--- config.mk ---
export PLATFORM = sky130hd
export DESIGN_NAME = servo_status_frame_parser_flat
export DESIGN_NICKNAME = d
export VERILOG_FILES = /design/src/hdl/sspf_pkg.sv /design/src/hdl/sspf_if.sv /design/src/hdl/sspf_tbl.sv /design/src/hdl/servo_status_frame_parser.sv /design/src/flat_wrapper.sv
export SDC_FILE = /design/constraint.sdc
export NUM_CORES = 1
export LEC_CHECK = 0
export BUFFER_PORTS_ARGS = -buffer_cell sky130_fd_sc_hd__buf_4
export CORE_MARGIN = 2
export CORE_UTILIZATION = 45
export DETAILED_ROUTE_END_ITERATION = 16
export PLACE_DENSITY_LB_ADDON = 0.25
export SLEW_MARGIN = 15
export SYNTH_ARGS = -nofsm -noshare
export SYNTH_HDL_FRONTEND = slang
export SYNTH_SLANG_ARGS = --single-unit
--- constraint.sdc ---
create_clock -name clk_i -period 8.1 [get_ports clk_i]
set_clock_uncertainty 0.05 [all_clocks]
set_input_delay 0.81 -clock clk_i [delete_from_list [all_inputs] [get_ports clk_i]]
set_output_delay 0.81 -clock clk_i [all_outputs]
set_load 0.005 [all_outputs]
--- src/hdl/sspf_pkg.sv ---
`timescale 1ns / 1ps
// ----------------------------------------------------------------------------
// sspf_pkg
// Shared types and constants of the servo status frame parser.
// ----------------------------------------------------------------------------
package sspf_pkg;

  localparam int NUM_SERVOS = 4;
  localparam int IDX_W      = (NUM_SERVOS > 1) ? $clog2(NUM_SERVOS) : 1;
  localparam int BYTE_W     = 8;
  localparam int VAL_W      = 16;
  localparam int BIDX_W     = 9;

  localparam logic [BYTE_W-1:0] MIN_LEN = 8'd6;

  typedef enum logic [1:0] {
    ST_OK       = 2'd0,
    ST_CHECKSUM = 2'd1,
    ST_BAD_ID   = 2'd2,
    ST_SHORT    = 2'd3
  } status_e;

  // One servo table entry: current and previous readings.
  typedef struct packed {
    logic [VAL_W-1:0] cur_pos;
    logic [VAL_W-1:0] cur_spd;
    logic [VAL_W-1:0] prev_pos;
    logic [VAL_W-1:0] prev_spd;
  } entry_t;

  typedef struct packed {
    logic             en;
    logic [IDX_W-1:0] addr;
    entry_t           data;
  } tbl_wr_t;

  typedef struct packed {
    status_e          status;
    logic [IDX_W-1:0] servo_index;
    logic [VAL_W-1:0] new_position;
    logic [VAL_W-1:0] new_speed;
    logic [VAL_W-1:0] old_position;
    logic [VAL_W-1:0] old_speed;
  } result_t;

endpackage

--- src/hdl/sspf_if.sv ---
`timescale 1ns / 1ps
// ----------------------------------------------------------------------------
// sspf_if
// Valid/ready channels for received bytes and for per-frame results.
// ----------------------------------------------------------------------------
interface sspf_in_if import sspf_pkg::*; ();
  logic              valid;
  logic              ready;
  logic [BYTE_W-1:0] data_byte;
  logic              frame_start;

  modport source (output valid, output data_byte, output frame_start, input ready);
  modport sink   (input valid, input data_byte, input frame_start, output ready);
endinterface

interface sspf_out_if import sspf_pkg::*; ();
  logic             valid;
  logic             ready;
  logic [1:0]       status;
  logic [IDX_W-1:0] servo_index;
  logic [VAL_W-1:0] new_position;
  logic [VAL_W-1:0] new_speed;
  logic [VAL_W-1:0] old_position;
  logic [VAL_W-1:0] old_speed;

  modport source (output valid, output status, output servo_index, output new_position,
                  output new_speed, output old_position, output old_speed, input ready);
  modport sink   (input valid, input status, input servo_index, input new_position,
                  input new_speed, input old_position, input old_speed, output ready);
endinterface

--- src/hdl/sspf_tbl.sv ---
`timescale 1ns / 1ps
// ----------------------------------------------------------------------------
// sspf_tbl
// Servo table memory with one registered read port and one write port.
// ----------------------------------------------------------------------------
module sspf_tbl import sspf_pkg::*; (
  input  logic             clk_i,
  input  logic             rst_ni,
  input  logic [IDX_W-1:0] rd_addr_i,
  output entry_t           rd_entry_o,
  input  tbl_wr_t          wr_i
);

  entry_t                mem_q [NUM_SERVOS];
  entry_t                rd_q;
  logic [NUM_SERVOS-1:0] valid_q;
  logic                  rd_valid_q;

  always_ff @(posedge clk_i) begin
    if (wr_i.en) begin
      mem_q[wr_i.addr] <= wr_i.data;
    end
    rd_q <= mem_q[rd_addr_i];
  end

  // An entry never written since reset reads as all zero.
  always_ff @(posedge clk_i or negedge rst_ni) begin
    if (!rst_ni) begin
      valid_q    <= '0;
      rd_valid_q <= 1'b0;
    end else begin
      if (wr_i.en) begin
        valid_q[wr_i.addr] <= 1'b1;
      end
      rd_valid_q <= valid_q[rd_addr_i];
    end
  end

  assign rd_entry_o = rd_valid_q ? rd_q : '0;

endmodule

--- src/hdl/servo_status_frame_parser.sv ---
`timescale 1ns / 1ps
// ----------------------------------------------------------------------------
// servo_status_frame_parser
// Parses servo status frames byte by byte and keeps a per-servo table.
// ----------------------------------------------------------------------------
// Usage:
//   in_i carries one received byte per item, with frame_start set on the
//   first byte of a frame. out_o carries one result item per closed frame: a status
//   and the addressed servo's table entry after the update.
//   One byte is accepted every cycle while ready is high. A frame's result is
//   registered when its last byte (checksum byte, or the length byte of a short
//   frame) is accepted. The servo table sits in a small memory; the entry is read
//   as soon as the id byte arrives, so its data is ready long before the checksum
//   byte, and written back when a good frame closes.
//   The output register is backed by a skid register, so bytes keep flowing
//   while a result waits; ready drops only once both hold a result that the
//   receiver has not taken.
//   Reset closes any open frame, empties both result registers and marks all
//   table entries as zero through per-entry valid bits; no clearing pass is
//   needed and the block accepts bytes in the first cycle after reset.
// ----------------------------------------------------------------------------
module servo_status_frame_parser import sspf_pkg::*; (
  input logic      clk_i,
  input logic      rst_ni,
  sspf_in_if.sink  in_i,
  sspf_out_if.source out_o
);

  logic [BIDX_W-1:0] idx_q, idx_d, idx_w;
  logic [BYTE_W-1:0] len_q, len_d, len_w;
  logic [BYTE_W-1:0] sum_q, sum_d, sum_w;
  logic [BYTE_W-1:0] id_q, id_d, id_w;
  logic [VAL_W-1:0]  pos_q, pos_d, pos_w;
  logic [VAL_W-1:0]  spd_q, spd_d, spd_w;
  logic              fin_q, fin_d;

  logic              out_vld_q, out_vld_d;
  logic              skid_vld_q, skid_vld_d;
  result_t           out_res_q, out_res_d;
  result_t           skid_res_q, skid_res_d;

  logic              in_fire, pop, push, open_w, id_ok;
  logic [BYTE_W-1:0] b;
  logic [IDX_W-1:0]  cur_idx, rd_addr;
  logic [BYTE_W-1:0] id_m1, id_d_m1;
  entry_t            rd_entry;
  tbl_wr_t           wr;
  status_e           res_st;
  result_t           res;

  assign in_i.ready = ~skid_vld_q;
  assign in_fire    = in_i.valid & in_i.ready;
  assign pop        = out_vld_q & out_o.ready;
  assign b          = in_i.data_byte;

  // A start byte discards whatever frame was open.
  assign open_w = in_i.frame_start | ~fin_q;
  assign idx_w  = in_i.frame_start ? '0 : idx_q;
  assign len_w  = in_i.frame_start ? '0 : len_q;
  assign sum_w  = in_i.frame_start ? '0 : sum_q;
  assign id_w   = in_i.frame_start ? '0 : id_q;
  assign pos_w  = in_i.frame_start ? '0 : pos_q;
  assign spd_w  = in_i.frame_start ? '0 : spd_q;

  assign id_ok   = (id_q != '0) && (id_q <= BYTE_W'(NUM_SERVOS));
  assign id_m1   = id_q - 8'd1;
  assign cur_idx = id_m1[IDX_W-1:0];
  assign id_d_m1 = id_d - 8'd1;
  // Address follows the id being captured, so the registered read lands in the next cycle.
  assign rd_addr = id_d_m1[IDX_W-1:0];

  sspf_tbl u_tbl (
    .clk_i      (clk_i),
    .rst_ni     (rst_ni),
    .rd_addr_i  (rd_addr),
    .rd_entry_o (rd_entry),
    .wr_i       (wr)
  );

  always_comb begin
    idx_d  = idx_q;
    len_d  = len_q;
    sum_d  = sum_q;
    id_d   = id_q;
    pos_d  = pos_q;
    spd_d  = spd_q;
    fin_d  = fin_q;
    push   = 1'b0;
    res_st = ST_OK;
    wr     = '0;
    if (in_fire) begin
      idx_d = idx_w;
      len_d = len_w;
      sum_d = sum_w;
      id_d  = id_w;
      pos_d = pos_w;
      spd_d = spd_w;
      fin_d = fin_q & ~in_i.frame_start;
      if (open_w) begin
        if (idx_w == 9'd2) begin
          id_d = b;
        end
        if (idx_w == 9'd3 && b < MIN_LEN) begin
          fin_d  = 1'b1;
          len_d  = b;
          push   = 1'b1;
          res_st = ST_SHORT;
        end else if (idx_w >= 9'd4 && idx_w == ({1'b0, len_w} + 9'd3)) begin
          fin_d = 1'b1;
          push  = 1'b1;
          if (b != ~sum_w) begin
            res_st = ST_CHECKSUM;
          end else if (!id_ok) begin
            res_st = ST_BAD_ID;
          end else begin
            res_st  = ST_OK;
            wr.en   = 1'b1;
            wr.addr = cur_idx;
            wr.data = '{cur_pos: pos_q, cur_spd: spd_q,
                        prev_pos: rd_entry.cur_pos, prev_spd: rd_entry.cur_spd};
          end
        end else begin
          if (idx_w == 9'd3) begin
            len_d = b;
          end
          if (idx_w >= 9'd2) begin
            sum_d = sum_w + b;
          end
          case (idx_w)
            9'd5:    pos_d = {pos_w[15:8], b};
            9'd6:    pos_d = {b, pos_w[7:0]};
            9'd7:    spd_d = {spd_w[15:8], b};
            9'd8:    spd_d = {b, spd_w[7:0]};
            default: ;
          endcase
          idx_d = idx_w + 9'd1;
        end
      end
    end
  end

  // Result fields: the entry as it stands after this frame, or all zero for an id out of range.
  always_comb begin
    res.status       = res_st;
    res.servo_index  = '0;
    res.new_position = '0;
    res.new_speed    = '0;
    res.old_position = '0;
    res.old_speed    = '0;
    if (id_ok) begin
      res.servo_index = cur_idx;
      if (res_st == ST_OK) begin
        res.new_position = pos_q;
        res.new_speed    = spd_q;
        res.old_position = rd_entry.cur_pos;
        res.old_speed    = rd_entry.cur_spd;
      end else begin
        res.new_position = rd_entry.cur_pos;
        res.new_speed    = rd_entry.cur_spd;
        res.old_position = rd_entry.prev_pos;
        res.old_speed    = rd_entry.prev_spd;
      end
    end
  end

  always_comb begin
    out_vld_d  = out_vld_q;
    skid_vld_d = skid_vld_q;
    out_res_d  = out_res_q;
    skid_res_d = skid_res_q;
    if (push) begin
      if (!out_vld_q || pop) begin
        out_res_d = res;
        out_vld_d = 1'b1;
      end else begin
        skid_res_d = res;
        skid_vld_d = 1'b1;
      end
    end else if (pop) begin
      if (skid_vld_q) begin
        out_res_d  = skid_res_q;
        skid_vld_d = 1'b0;
      end else begin
        out_vld_d = 1'b0;
      end
    end
  end

  always_ff @(posedge clk_i or negedge rst_ni) begin
    if (!rst_ni) begin
      idx_q      <= '0;
      len_q      <= '0;
      sum_q      <= '0;
      id_q       <= '0;
      pos_q      <= '0;
      spd_q      <= '0;
      fin_q      <= 1'b1;
      out_vld_q  <= 1'b0;
      skid_vld_q <= 1'b0;
    end else begin
      idx_q      <= idx_d;
      len_q      <= len_d;
      sum_q      <= sum_d;
      id_q       <= id_d;
      pos_q      <= pos_d;
      spd_q      <= spd_d;
      fin_q      <= fin_d;
      out_vld_q  <= out_vld_d;
      skid_vld_q <= skid_vld_d;
    end
  end

  always_ff @(posedge clk_i) begin
    out_res_q  <= out_res_d;
    skid_res_q <= skid_res_d;
  end

  assign out_o.valid        = out_vld_q;
  assign out_o.status       = out_res_q.status;
  assign out_o.servo_index  = out_res_q.servo_index;
  assign out_o.new_position = out_res_q.new_position;
  assign out_o.new_speed    = out_res_q.new_speed;
  assign out_o.old_position = out_res_q.old_position;
  assign out_o.old_speed    = out_res_q.old_speed;

endmodule

--- src/flat_wrapper.sv ---
// flat-port wrapper written by rule: the top's interface ports become plain ports
module servo_status_frame_parser_flat import sspf_pkg::*;
  (clk_i, rst_ni, in_i_valid, in_i_data_byte, in_i_frame_start, in_i_ready, out_o_valid, out_o_status, out_o_servo_index, out_o_new_position, out_o_new_speed, out_o_old_position, out_o_old_speed, out_o_ready);
  sspf_in_if in_i_i ();
  sspf_out_if out_o_i ();
  input logic clk_i;
  input logic rst_ni;
  input wire logic [$bits(in_i_i.valid)-1:0] in_i_valid;
  input wire logic [$bits(in_i_i.data_byte)-1:0] in_i_data_byte;
  input wire logic [$bits(in_i_i.frame_start)-1:0] in_i_frame_start;
  output wire logic [$bits(in_i_i.ready)-1:0] in_i_ready;
  output wire logic [$bits(out_o_i.valid)-1:0] out_o_valid;
  output wire logic [$bits(out_o_i.status)-1:0] out_o_status;
  output wire logic [$bits(out_o_i.servo_index)-1:0] out_o_servo_index;
  output wire logic [$bits(out_o_i.new_position)-1:0] out_o_new_position;
  output wire logic [$bits(out_o_i.new_speed)-1:0] out_o_new_speed;
  output wire logic [$bits(out_o_i.old_position)-1:0] out_o_old_position;
  output wire logic [$bits(out_o_i.old_speed)-1:0] out_o_old_speed;
  input wire logic [$bits(out_o_i.ready)-1:0] out_o_ready;
  assign in_i_i.valid = in_i_valid;
  assign in_i_i.data_byte = in_i_data_byte;
  assign in_i_i.frame_start = in_i_frame_start;
  assign in_i_ready = in_i_i.ready;
  assign out_o_valid = out_o_i.valid;
  assign out_o_status = out_o_i.status;
  assign out_o_servo_index = out_o_i.servo_index;
  assign out_o_new_position = out_o_i.new_position;
  assign out_o_new_speed = out_o_i.new_speed;
  assign out_o_old_position = out_o_i.old_position;
  assign out_o_old_speed = out_o_i.old_speed;
  assign out_o_i.ready = out_o_ready;
  servo_status_frame_parser u_core (.clk_i(clk_i), .rst_ni(rst_ni), .in_i(in_i_i), .out_o(out_o_i));
endmodule
==> results of run 1 <==
-- report_power, final --
part	switching [mW]	internal, mW	total (mW)
Clock	1.01	1.40	2.42
Combinational	0.176	0.101	0.278
Sequential	0.0294	2.91	2.94
-- per-stage QoR --
stage                     cell area (sq um)  total power [mW]  instances  hold slack (ns)
after floorplan                       22190             3.180       1638           0.3771
after global placement                23400             3.264       2295           0.4035
after detailed placement              23400             3.269       2295           0.4115
after CTS                             25130             5.681       2392           0.3410
after global routing                  25130             5.815       2392           0.3611
final                                 25130             5.629       2392           0.3029
-- logic make-up after synthesis --
kind of cell	after synthesis	synth area share [%]
DFF	529	67.10
buffers and inverters	130	2.748
and+or+nand+nor	473	10.42
muxes	231	10.44
xor gates and xnor gates	23	0.9084
AOI/OAI and AO/OA	237	7.504
adders and majority gates	15	0.8802
-- critical path, delay by kind of cell --
| kind | cells | cell delay (ns) |
|---|---|---|
| buffers and inverters | 6 | 2.67 |
| adder cells (fa/ha/maj) | 1 | 0.28 |
| AND/OR/NAND/NOR | 6 | 1.29 |
-- sequential cells by signal, indices dropped and copies added, names as in the netlist --
signal	cells
u_core.u_tbl.mem_q	256
u_core.skid_res_q	68
u_core.u_tbl.rd_q	64
u_core.out_o.new_position	16
u_core.out_o.new_speed	16
u_core.out_o.old_position	16
u_core.out_o.old_speed	16
u_core.pos_q	16
u_core.spd_q	16
u_core.idx_q	9
u_core.id_q	8
u_core.len_q	8
u_core.sum_q	8
u_core.u_tbl.valid_q	4
u_core.out_o.servo_index	2
u_core.out_o.status	2
u_core.fin_q	1
u_core.out_o.valid	1
u_core.skid_vld_q	1
u_core.u_tbl.rd_valid_q	1
-- routing by layer --
layer  routed length, um  up-vias
met4                1534        0
met1               20460     6610
li1                    -     6249
met5                   0        -
met2               25310      346
met3                2393       95
-- cells in the mapped netlist (3+ instances only) --
library cell | count | share of area (%)
sky130_fd_sc_hd__buf_4 | 5 | 0.17
sky130_fd_sc_hd__ha_1 | 14 | 0.79
sky130_fd_sc_hd__nand4_1 | 8 | 0.23
sky130_fd_sc_hd__a21o_1 | 5 | 0.17
sky130_fd_sc_hd__nor3b_1 | 5 | 0.17
sky130_fd_sc_hd__a21oi_1 | 16 | 0.36
sky130_fd_sc_hd__a311oi_1 | 32 | 1.3
sky130_fd_sc_hd__buf_1 | 7 | 0.12
sky130_fd_sc_hd__nand3_1 | 74 | 1.7
sky130_fd_sc_hd__and2_1 | 36 | 1.0
sky130_fd_sc_hd__xnor2_1 | 13 | 0.51
sky130_fd_sc_hd__and3_1 | 34 | 0.96
sky130_fd_sc_hd__xor2_1 | 10 | 0.39
sky130_fd_sc_hd__a22o_1 | 26 | 1.0
sky130_fd_sc_hd__o21ai_0 | 64 | 1.4
sky130_fd_sc_hd__or3_1 | 3 | 0.085
sky130_fd_sc_hd__nor2_1 | 74 | 1.3
sky130_fd_sc_hd__o21bai_1 | 3 | 0.10
sky130_fd_sc_hd__o21ai_1 | 4 | 0.090
sky130_fd_sc_hd__o211ai_1 | 33 | 1.1
sky130_fd_sc_hd__a31oi_1 | 6 | 0.17
sky130_fd_sc_hd__dfxtp_1 | 64 | 5.8
sky130_fd_sc_hd__buf_2 | 10 | 0.23
sky130_fd_sc_hd__inv_1 | 17 | 0.29
sky130_fd_sc_hd__o31ai_1 | 32 | 1.1
sky130_fd_sc_hd__edfxtp_1 | 392 | 53
sky130_fd_sc_hd__nor3_1 | 38 | 0.86
sky130_fd_sc_hd__or2_2 | 5 | 0.14
sky130_fd_sc_hd__nand2_1 | 164 | 2.8
sky130_fd_sc_hd__nor2b_1 | 13 | 0.37
sky130_fd_sc_hd__nor4_1 | 5 | 0.14
sky130_fd_sc_hd__mux2i_1 | 229 | 10
sky130_fd_sc_hd__buf_6 | 12 | 0.61
sky130_fd_sc_hd__dfrtp_1 | 72 | 8.1
sky130_fd_sc_hd__clkbuf_1 | 79 | 1.3
-- worst paths after layout --
kind	endpoint	slack, ns
max	u_core.u_tbl.mem_q[1][17]	3.16
min	u_core.spd_q[14]	0.30
max reg2reg	u_core.u_tbl.mem_q[1][17]	3.40
min reg2reg	u_core.u_tbl.valid_q[1]	0.43
max in group asynchronous	u_core.u_tbl.rd_valid_q	7.01
min in group clk_i	u_core.skid_vld_q	0.39
-- cell usage in the layout (no fill, tap or decap), types with 33 or more instances in the layout --
cell and instances:
sky130_fd_sc_hd__edfxtp_1 392, sky130_fd_sc_hd__mux2i_1 229, sky130_fd_sc_hd__nand2_1 163, sky130_fd_sc_hd__buf_4 105
sky130_fd_sc_hd__nand3_1 74, sky130_fd_sc_hd__nor2_1 73, sky130_fd_sc_hd__dfrtp_1 71, sky130_fd_sc_hd__o21ai_0 64
sky130_fd_sc_hd__dfxtp_1 64, sky130_fd_sc_hd__clkbuf_16 53, sky130_fd_sc_hd__nor3_1 38, sky130_fd_sc_hd__and2_1 35
sky130_fd_sc_hd__o211ai_1 33, sky130_fd_sc_hd__and3_1 33
-- final cells by class --
cell class	count	share of cell area, %
clock buffers	72	5.721
clock inverters	25	1.145
inverters	17	0.2539
multi-input cells	979	27.13
flip-flops and latches	529	59.22
well taps	664	3.306
repair buffers	106	3.217
==> results.txt, run 1 <==
----------------------------------------------------
[Power]
  Areal power density over the cells ... 224.0 mW/mm^2
  Static leakage ... 9.543 nW
  Max VDD drop ... 0.0001663 V

[Clocking]
  Count of instances resized after the clock tree is built ... 0
  Clock sink total ... 529
  CTS clk-pin slew, worst paths ... 0.06 ns
  Number of levels the H-tree was split into ... 2
  Root Driver ... sky130_fd_sc_hd__clkbuf_16
  CTS tree ... built
  CTS max path bufs ... 3
  Clock latency reported for the late side of the worst-skew pair ... 0.60 ns
  Cts-stage hold buffer count ... 0
  Number of buffers inserted to repair setup after CTS ... 0
  Number of buffers inserted during clock tree synthesis ... 52

[STA]
  Setup total negative slack ... 0 ns
  Unrepaired setup endpoints after global routing ... false
  Final Slew Violations ... 0
  Maximum clock frequency ... 0.2025 GHz
  Post-layout min period ... 4.937 ns
  Setup slack of the critical path after layout ... 3.163 ns
  Number of hold violations in the final report ... 0
  Period Utilization, post-route ... 60.96%
  Max-slew headroom at the worst pin ... 29.47%
  Worst Tran Pin Value ... 1.058 ns
  Final number of setup-violating endpoints ... 0

[Worst setup path]
  Most prevalent standard cell on the critical path ... sky130_fd_sc_hd__buf_4
  Largest fanout of any net on the critical path ... 67
  Type of element capturing the critical path ... flop
  Startpoint of the most critical setup path ... in_i_frame_start
  CP Class ... in2reg
  Setup crit start kind ... input port
  Depth of the worst register-to-register path ... 11
  Maximum cell stage delay along the critical path ... 0.77 ns
  Critical path, cell by cell ... buf_4 -> inv_1 -> nand2_1 -> inv_1 -> ha_1 -> nand3_1 -> nor4_2 -> buf_4 -> nor4b_2 -> buf_4 -> nand2_1 -> nor2_4 -> buf_4
  Critical path arrival ... 5.11 ns
  CP max-delay cell ... sky130_fd_sc_hd__buf_4
  Launching point of the worst reg2reg path ... u_core.id_q[0]
  Required time of the critical path ... 8.27 ns

[Global route]
  Antenna violations before repair ... 0
  GRT met2 Usage ... 34.31%
  Wire length of the first global-routing pass ... 76.25 mm
  Overall overflow remaining after global route ... 0
  Gr busiest metal ... met2
  Total global routing track utilization ... 19.69%
  Number of global-route vias before repair ... 13,070
  Maximum number of pins on one net before global-route repair ... 132
  Met1 usage in global routing ... 24.83%
  Met3 capacity usage during global routing ... 3.305%

[Synthesis]
  Count of unique library cells instantiated by Yosys ... 62
  Number of warning messages in the yosys log ... 0
  Post-synth EDFFs ... 392
  Sequential-to-total area share from yosys stat ... 67.10%
  Synthesized instance count ... 1,638
  Syn avg cell area ... 13.54 sq um
  Top flip-flop cell by instance count after synthesis ... sky130_fd_sc_hd__edfxtp_1
  Total standard cell area after synthesis ... 0.02218 sq mm
  Post-synthesis sequential element count ... 529
  Async S/R FF share, synth ... 13.80%
  Post-Syn Nets ... 1,666

[Finish]
  Area of all sequential standard cells ... 0.01488 sq mm
  Antenna cells ... 0
  Core utilization of the finished layout ... 51.55%
  Area grow syn2layout ... 13.31%
  FILL cells ... 4,066
  Layout net count ... 1,713
  Footprint of the multi-input gates ... 0.006818 sq mm
  Share of cells above drive strength 1 ... 12.38%

[Placement]
  Place WS ... 2.503 ns
  Global placer's final weighted congestion ... 0.8203
  Post-detailed-placement half-perimeter wirelength ... 28.99 mm
  Port bufs ... 82

[Outcome]
  Status ... complete, no violations

[Detailed routing]
  TritonRoute pass-1 iters ... 6
  Remaining routing DRC violations ... 0
  Final antenna-violating net count ... 0
  Average detailed-routed wire length per instance ... 20.78 um
  Via-per-instance ratio ... 5.560
  Wire length after detailed routing ... 49.70 mm
  Initial DRC count ... 1,027
  Via count ... 13,300

[Die]
  Die X ... 226.0 um
  I/O pin cnt ... 83
  Total Die Area ... 0.05107 sq mm
  Row Count ... 81
  Starting density of the core ... 45.49%
  Vert. Die Dim ... 226.0 um
  Placeable core area ... 0.04875 sq mm

[Hold path]
  Class of the most critical hold timing path ... in2async

[Job]
  Max-cap violations ... 0

----------------------------------------------------
(Power assumes the default switching activity.)
==> inputs of run 2 (changes only) <==
- clock period: 8.1 -> 4.6 ns (I/O delays scaled with it)
==> results.txt, run 2 (synthesis results as in run 1) <==
----------------------------------------------------
[Outcome]
  Status ... complete, no violations (unchanged)

[Detailed routing]
  Remaining routing DRC violations ... 0 (unchanged)
  TritonRoute pass-1 iters ... 5 (was 6)
  Final antenna-violating net count ... 0 (unchanged)
  Via-per-instance ratio ... 5.640 (was 5.560)
  Wire length after detailed routing ... 52.39 mm (was 49.70 mm)
  Initial DRC count ... 1,163 (was 1,027)
  Via count ... 13,600 (was 13,300)
  Average detailed-routed wire length per instance ... 21.72 um (was 20.78 um)

[Finish]
  Share of cells above drive strength 1 ... 13.96% (was 12.38%)
  Commonest cells after routing, fill and taps aside ... 392 x sky130_fd_sc_hd__edfxtp_1, 229 x sky130_fd_sc_hd__mux2i_1, 161 x sky130_fd_sc_hd__nand2_1 (was 392 x sky130_fd_sc_hd__edfxtp_1, 229 x sky130_fd_sc_hd__mux2i_1, 163 x sky130_fd_sc_hd__nand2_1)
  Flip-flop count of the largest register after layout ... 256 (unchanged)
  Core utilization of the finished layout ... 52.36% (was 51.55%)
  Area grow syn2layout ... 15.10% (was 13.31%)
  Layout net count ... 1,730 (was 1,713)
  Antenna cells ... 0 (unchanged)
  Fin area ... 0.02552 sq mm (was 0.02513 sq mm)
  Registers with the highest flip-flop counts ... u_core.u_tbl.mem_q (256), u_core.skid_res_q (68), u_core.u_tbl.rd_q (64) (unchanged)
  Most common library cell in the layout ignoring fill and taps ... sky130_fd_sc_hd__edfxtp_1 (unchanged)
  Register bank with the most flops ... u_core.u_tbl.mem_q (unchanged)

[Worst setup path]
  Type of element capturing the critical path ... flop (unchanged)
  Reg-to-reg setup timing slack ... 1.08 ns (was 3.40 ns)
  Setup crit start kind ... flop (was input port)
  Required time of the critical path ... 4.86 ns (was 8.27 ns)
  Gate family responsible for the most delay along the worst path ... simple AND/OR/NAND/NOR gates (was buffers and inverters)
  Maximum cell stage delay along the critical path ... 0.58 ns (was 0.77 ns)
  Critical path, cell by cell ... or4_4 -> nor4_4 -> o2111a_1 -> nand2_1 -> o31ai_4 -> buf_4 -> mux2i_1 -> o31ai_1 (was buf_4 -> inv_1 -> nand2_1 -> inv_1 -> ha_1 -> nand3_1 -> nor4_2 -> buf_4 -> nor4b_2 -> buf_4 -> nand2_1 -> nor2_4 -> buf_4)
  CP Class ... reg2reg (was in2reg)
  Largest fanout of any net on the critical path ... 16 (was 67)
  Combined buffer and inverter count along the critical path ... 1 (was 6)
  CP max-delay cell ... sky130_fd_sc_hd__or4_4 (was sky130_fd_sc_hd__buf_4)
  Critical path arrival ... 3.79 ns (was 5.11 ns)

[Die]
  Starting density of the core ... 45.49% (unchanged)
  Placeable core area ... 0.04875 sq mm (unchanged)
  Die X ... 226.0 um (unchanged)
  Row Count ... 81 (unchanged)
  Vert. Die Dim ... 226.0 um (unchanged)
  Total Die Area ... 0.05107 sq mm (unchanged)
  I/O pin cnt ... 83 (unchanged)

[Global route]
  Maximum number of pins on one net before global-route repair ... 74 (was 132)
  Number of global-route vias before repair ... 13,590 (was 13,070)
  Wire length of the first global-routing pass ... 79.95 mm (was 76.25 mm)
  Overall overflow remaining after global route ... 0 (unchanged)
  Total global routing track utilization ... 20.81% (was 19.69%)
  Antenna violations before repair ... 0 (unchanged)

[Placement]
  Post-detailed-placement half-perimeter wirelength ... 30.98 mm (was 28.99 mm)
  Area after DPL ... 0.02364 sq mm (was 0.02340 sq mm)
  Global placer's final weighted congestion ... 0.8649 (was 0.8203)
  Port bufs ... 82 (unchanged)

[STA]
  Post-layout min period ... 3.522 ns
  Final number of setup-violating endpoints ... 0 (unchanged)
  Worst Tran Pin Value ... 1.023 ns (was 1.058 ns)
  Unrepaired setup endpoints after global routing ... false (unchanged)
  Max-slew headroom at the worst pin ... 31.49% (was 29.47%)
  Period Utilization, post-route ... 76.55%
  Number of hold violations in the final report ... 0 (unchanged)
  Setup total negative slack ... 0 ns (unchanged)
  Final Slew Violations ... 0 (unchanged)
  Maximum clock frequency ... 0.2840 GHz

[Clocking]
  Clock sink total ... 529 (unchanged)
  Root Driver ... sky130_fd_sc_hd__clkbuf_16 (unchanged)
  Clock latency reported for the late side of the worst-skew pair ... 0.61 ns (was 0.60 ns)
  Number of buffers inserted to repair setup after CTS ... 0 (unchanged)
  CTS tree ... built (unchanged)
  Number of buffers inserted during clock tree synthesis ... 55 (was 52)
  Number of levels the H-tree was split into ... 2 (unchanged)
  CTS max path bufs ... 3 (unchanged)
  CTS clk-pin slew, worst paths ... 0.06 ns (about the same)

[Power]
  Total power consumption of the routed design ... 10.19 mW (was 5.629 mW)
  Max VDD drop ... 0.0002991 V (was 0.0001663 V)
  Static leakage ... 9.765 nW (was 9.543 nW)
  Areal power density over the cells ... 399.0 mW/mm^2 (was 224.0 mW/mm^2)

[Hold path]
  Class of the most critical hold timing path ... in2reg (was in2async)

[Job]
  Max-cap violations ... 0 (unchanged)

----------------------------------------------------
[run 2: cell types whose count changed in the layout (fill, tap and decap cells not counted), sizes merged]
| cell | change |
|---|---|
| buf | +12 |
| clkbuf | +2 |
| clkinv | +4 |
| clkinvlp | -3 |
| dlygate4sd3 | +2 |
| inv | +3 |
[run 2: final cells by class]
class	count	area, sq um
fillers	4093	23220
repair buffers	120	1031
clock inverters	29	295.3
multi-input cells	979	6840
clock buffers	74	1569
inverters	17	76.32
well taps	664	830.8
flip-flops and latches	529	14880
[run 2: metal layers]
layer | vias to the layer above | global-route usage [%] | part of all wire, %
met2 | 399 | 35.73 | 50
met5 | - | 0 | 0
met1 | 6803 | 26.79 | 42
li1 | 6302 | - | -
met3 | 100 | 3.149 | 5.1
met4 | 0 | 7.520 | 3.0
[run 2: worst register-to-register path, cell delays in order (launching register included)]
cell                       delay, ns
sky130_fd_sc_hd__dfrtp_1        0.46
sky130_fd_sc_hd__or4_4          0.58
sky130_fd_sc_hd__nor4_4         0.39
sky130_fd_sc_hd__o2111a_1       0.53
sky130_fd_sc_hd__nand2_1        0.17
sky130_fd_sc_hd__o31ai_4        0.13
sky130_fd_sc_hd__buf_4          0.44
sky130_fd_sc_hd__mux2i_1        0.39
sky130_fd_sc_hd__o31ai_1        0.10
[run 2: power breakdown]
part,switching [mW],internal [mW]
Sequential,0.0567,5.12
Combinational,0.321,0.183
Clock,1.83,2.68
Total,2.21,7.98
[run 2: timing repair]
item	4_1_cts	5_1_grt
endpoints found under the hold margin	35	0
hold buffers	2	0
resized for setup	0	0
[run 2: metrics by stage]
step                      hold WS (ns)  cells  setup slack [ns]
after detailed placement        0.4008   2307            0.7145
after CTS                       0.1153   2412             1.084
after floorplan                 0.1144   1638           -0.1224
final                           0.1563   2412             1.078
after global placement          0.3935   2307            0.7636
after global routing            0.1533   2412            0.8871
[run 2: final timing paths]
path | start | endpoint | depth (start not counted)
max reg2reg | u_core.idx_q[8] | u_core.out_o.old_speed[14] | 8
max | u_core.idx_q[8] | u_core.out_o.old_speed[14] | 8
min in group asynchronous | rst_ni | u_core.spd_q[10] | 2
min | in_i_data_byte[7] | u_core.spd_q[15] | 3
max in group asynchronous | rst_ni | u_core.u_tbl.rd_valid_q | 2
min reg2reg | u_core.u_tbl.valid_q[2] | u_core.u_tbl.valid_q[2] | 1
==> inputs of run 3 (changes only) <==
- clock period: 4.6 -> 3.31 ns (I/O delays scaled with it)
==> results.txt, run 3 (synthesis results as in run 1) <==
----------------------------------------------------
[Detailed routing]
  Wire length after detailed routing ... 51.80 mm (was 52.39 mm)
  Average detailed-routed wire length per instance ... 21.13 um (was 21.72 um)
  TritonRoute pass-1 iters ... 7 (was 5)
  Remaining routing DRC violations ... 0 (unchanged)
  Via-per-instance ratio ... 5.600 (was 5.640)
  Final antenna-violating net count ... 0 (unchanged)
  Initial DRC count ... 1,096 (was 1,163)
  Via count ... 13,730 (was 13,600)

[Hold path]
  Worst hold path depth ... 3 (unchanged)
  Hold path startpoint ... in_i_data_byte[6] (was in_i_data_byte[7])
  Worst hold endpoint ... u_core.id_q[6] (was u_core.spd_q[15])
  Class of the most critical hold timing path ... in2reg (unchanged)

[Die]
  I/O pin cnt ... 83 (unchanged)
  Vert. Die Dim ... 226.0 um (unchanged)
  Row Count ... 81 (unchanged)
  Die X ... 226.0 um (unchanged)
  Total Die Area ... 0.05107 sq mm (unchanged)
  Placeable core area ... 0.04875 sq mm (unchanged)
  Starting density of the core ... 45.49% (unchanged)

[Worst setup path]
  Critical path, cell by cell ... nand2_4 -> ha_4 -> xnor2_1 -> nor3_1 -> o221ai_1 -> nand4b_1 -> o31ai_4 -> buf_12 -> mux2i_1 -> o31ai_1 (was or4_4 -> nor4_4 -> o2111a_1 -> nand2_1 -> o31ai_4 -> buf_4 -> mux2i_1 -> o31ai_1)
  Type of element capturing the critical path ... flop (unchanged)
  Worst reg2reg path endpoint ... u_core.out_o.old_speed[10] (was u_core.out_o.old_speed[14])
  Critical path arrival ... 3.45 ns (was 3.79 ns)
  Launching point of the worst reg2reg path ... u_core.len_q[0] (was u_core.idx_q[8])
  Number of stages on the worst setup path ... 10 (was 8)
  Largest fanout of any net on the critical path ... 32 (was 16)
  Setup crit start kind ... flop (unchanged)
  Reg-to-reg setup timing slack ... 0.11 ns (was 1.08 ns)
  CP max-delay cell ... sky130_fd_sc_hd__dfrtp_1 (was sky130_fd_sc_hd__or4_4)
  CP Class ... reg2reg (unchanged)
  Combined buffer and inverter count along the critical path ... 1 (unchanged)
  Maximum cell stage delay along the critical path ... 0.48 ns (was 0.58 ns)
  Gate family responsible for the most delay along the worst path ... simple AND/OR/NAND/NOR gates (unchanged)
  Required time of the critical path ... 3.56 ns (was 4.86 ns)
  Depth of the worst register-to-register path ... 10 (was 8)

[Power]
  Static leakage ... 9.955 nW (was 9.765 nW)
  Total power consumption of the routed design ... 13.96 mW (was 10.19 mW)
  Areal power density over the cells ... 538.8 mW/mm^2 (was 399.0 mW/mm^2)
  Max VDD drop ... 0.0004209 V (was 0.0002991 V)

[Finish]
  Most common library cell in the layout ignoring fill and taps ... sky130_fd_sc_hd__edfxtp_1 (unchanged)
  Antenna cells ... 0 (unchanged)
  Commonest cells after routing, fill and taps aside ... 392 x sky130_fd_sc_hd__edfxtp_1, 229 x sky130_fd_sc_hd__mux2i_1, 162 x sky130_fd_sc_hd__nand2_1 (was 392 x sky130_fd_sc_hd__edfxtp_1, 229 x sky130_fd_sc_hd__mux2i_1, 161 x sky130_fd_sc_hd__nand2_1)
  Layout net count ... 1,770 (was 1,730)
  Area grow syn2layout ... 16.81% (was 15.10%)
  Share of cells above drive strength 1 ... 15.27% (was 13.96%)
  Registers with the highest flip-flop counts ... u_core.u_tbl.mem_q (256), u_core.skid_res_q (68), u_core.u_tbl.rd_q (64) (unchanged)
  Flip-flop count of the largest register after layout ... 256 (unchanged)
  Register bank with the most flops ... u_core.u_tbl.mem_q (unchanged)

[STA]
  Period Utilization, post-route ... 96.72% (was 76.55%)
  Number of hold violations in the final report ... 0 (unchanged)
  Maximum clock frequency ... 0.3124 GHz (was 0.2840 GHz)
  Final number of setup-violating endpoints ... 0 (unchanged)
  Post-layout min period ... 3.201 ns (was 3.522 ns)
  Unrepaired setup endpoints after global routing ... false (unchanged)
  Max-slew headroom at the worst pin ... 33.53% (was 31.49%)
  Worst Tran Pin Value ... 0.9970 ns (was 1.023 ns)
  Hold Worst Slack ... 0.03929 ns (was 0.1563 ns)
  Final Slew Violations ... 0 (unchanged)

[Outcome]
  Status ... complete, no violations (unchanged)

[Global route]
  Antenna violations before repair ... 0 (unchanged)
  Wire length of the first global-routing pass ... 78.78 mm (was 79.95 mm)
  Maximum number of pins on one net before global-route repair ... 74 (unchanged)
  Total global routing track utilization ... 20.32% (was 20.81%)
  Number of global-route vias before repair ... 13,440 (was 13,590)
  Overall overflow remaining after global route ... 0 (unchanged)

[Clocking]
  Clock sink total ... 529 (unchanged)
  CTS clk-pin slew, worst paths ... 0.07 ns (was 0.06 ns)
  Number of levels the H-tree was split into ... 2 (unchanged)
  Clock latency reported for the late side of the worst-skew pair ... 0.60 ns (was 0.61 ns)
  Number of buffers inserted during clock tree synthesis ... 55 (unchanged)
  Root Driver ... sky130_fd_sc_hd__clkbuf_16 (unchanged)
  CTS max path bufs ... 3 (unchanged)
  CTS tree ... built (unchanged)

[Placement]
  Post-detailed-placement half-perimeter wirelength ... 31.86 mm (was 30.98 mm)
  Global placer's final weighted congestion ... 0.8538 (was 0.8649)
  Port bufs ... 82 (unchanged)

[Job]
  Max-cap violations ... 0 (unchanged)

----------------------------------------------------
## run 3: changes by cell type in the layout (fill, tap and decap cells not counted), moves of 2 or more
| cell | change |
|---|---|
| sky130_fd_sc_hd__buf_6 | +2 |
| sky130_fd_sc_hd__clkinv_1 | +8 |
| sky130_fd_sc_hd__buf_4 | +24 |
| sky130_fd_sc_hd__inv_6 | -2 |
| sky130_fd_sc_hd__clkinvlp_4 | +2 |
| sky130_fd_sc_hd__clkinv_2 | +2 |
| sky130_fd_sc_hd__buf_12 | +13 |
| sky130_fd_sc_hd__clkbuf_8 | -8 |
## run 3: final cells by class
class	count	area, sq um
Tap cell	664	830.8
Inverter	17	80.08
Clock buffer	67	1484
Multi-Input combinational cell	979	6848
Fill cell	4060	22840
Timing Repair Buffer	160	1504
Clock inverter	36	277.8
Sequential cell	529	14880
## run 3: worst max-delay path by stage
| stage | startpoint | endpoint | slack (ns) |
|---|---|---|---|
| after global placement | in_i_frame_start | u_core.out_o.old_speed[10] | -0.01 |
| final | u_core.len_q[0] | u_core.out_o.old_speed[10] | 0.11 |
| after global routing | u_core.idx_q[6] | u_core.out_o.old_speed[10] | 0.001 |
| after detailed placement | in_i_frame_start | u_core.out_o.old_speed[10] | -0.04 |
| after floorplan | in_i_frame_start | u_core.out_o.new_position[0] | -1.18 |
| after CTS | u_core.idx_q[7] | u_core.out_o.old_speed[10] | 0.01 |
## run 3: layer usage
layer / GRT usage (%) / share of wire (%)
met1: 26.44 / 42
met2: 35.01 / 50
met3: 2.875 / 4.4
met4: 6.793 / 2.8
met5: 0 / 0
## run 3: worst reg2reg max path, delay by kind of cell (launching register included)
kind / cells / cell delay, ns
muxes: 1 / 0.44
xor gates and xnor gates: 1 / 0.12
adders and majority gates: 1 / 0.24
DFF: 1 / 0.48
buffers and inverters: 1 / 0.30
and+or+nand+nor: 3 / 0.64
AOI/OAI and AO/OA: 3 / 0.64
## run 3: where the power goes
group	internal [mW]	switching [mW]	leakage [nW]	total (mW)
Clock	3.49	2.55	0.873	6.04
Sequential	7.11	0.0743	4.78	7.19
Combinational	0.292	0.443	4.30	0.735
## run 3: stage by stage
step	cells	worst slack (ns)	utilization [%]	instance area, sq um	setup TNS (ns)
6_report	2452	0.1086	53.14	25900	0
5_1_grt	2452	0.001487	53.14	25900	0
4_1_cts	2449	0.01370	53.08	25870	0
3_5_place_dp	2343	-0.03777	49.40	24080	-0.03777
3_3_place_gp	2343	-0.01141	49.40	24080	-0.01141
2_1_floorplan	1638	-1.177	-	22320	-344.76
## run 3: what timing repair did
| action | 4_1_cts | 5_1_grt |
|---|---|---|
| hold endpoints to repair | 74 | 0 |
| setup endpoints to repair | 0 | 54 |
| setup buffers | 0 | 3 |
| hold buffers | 3 | 0 |
| resized for setup | 0 | 2 |
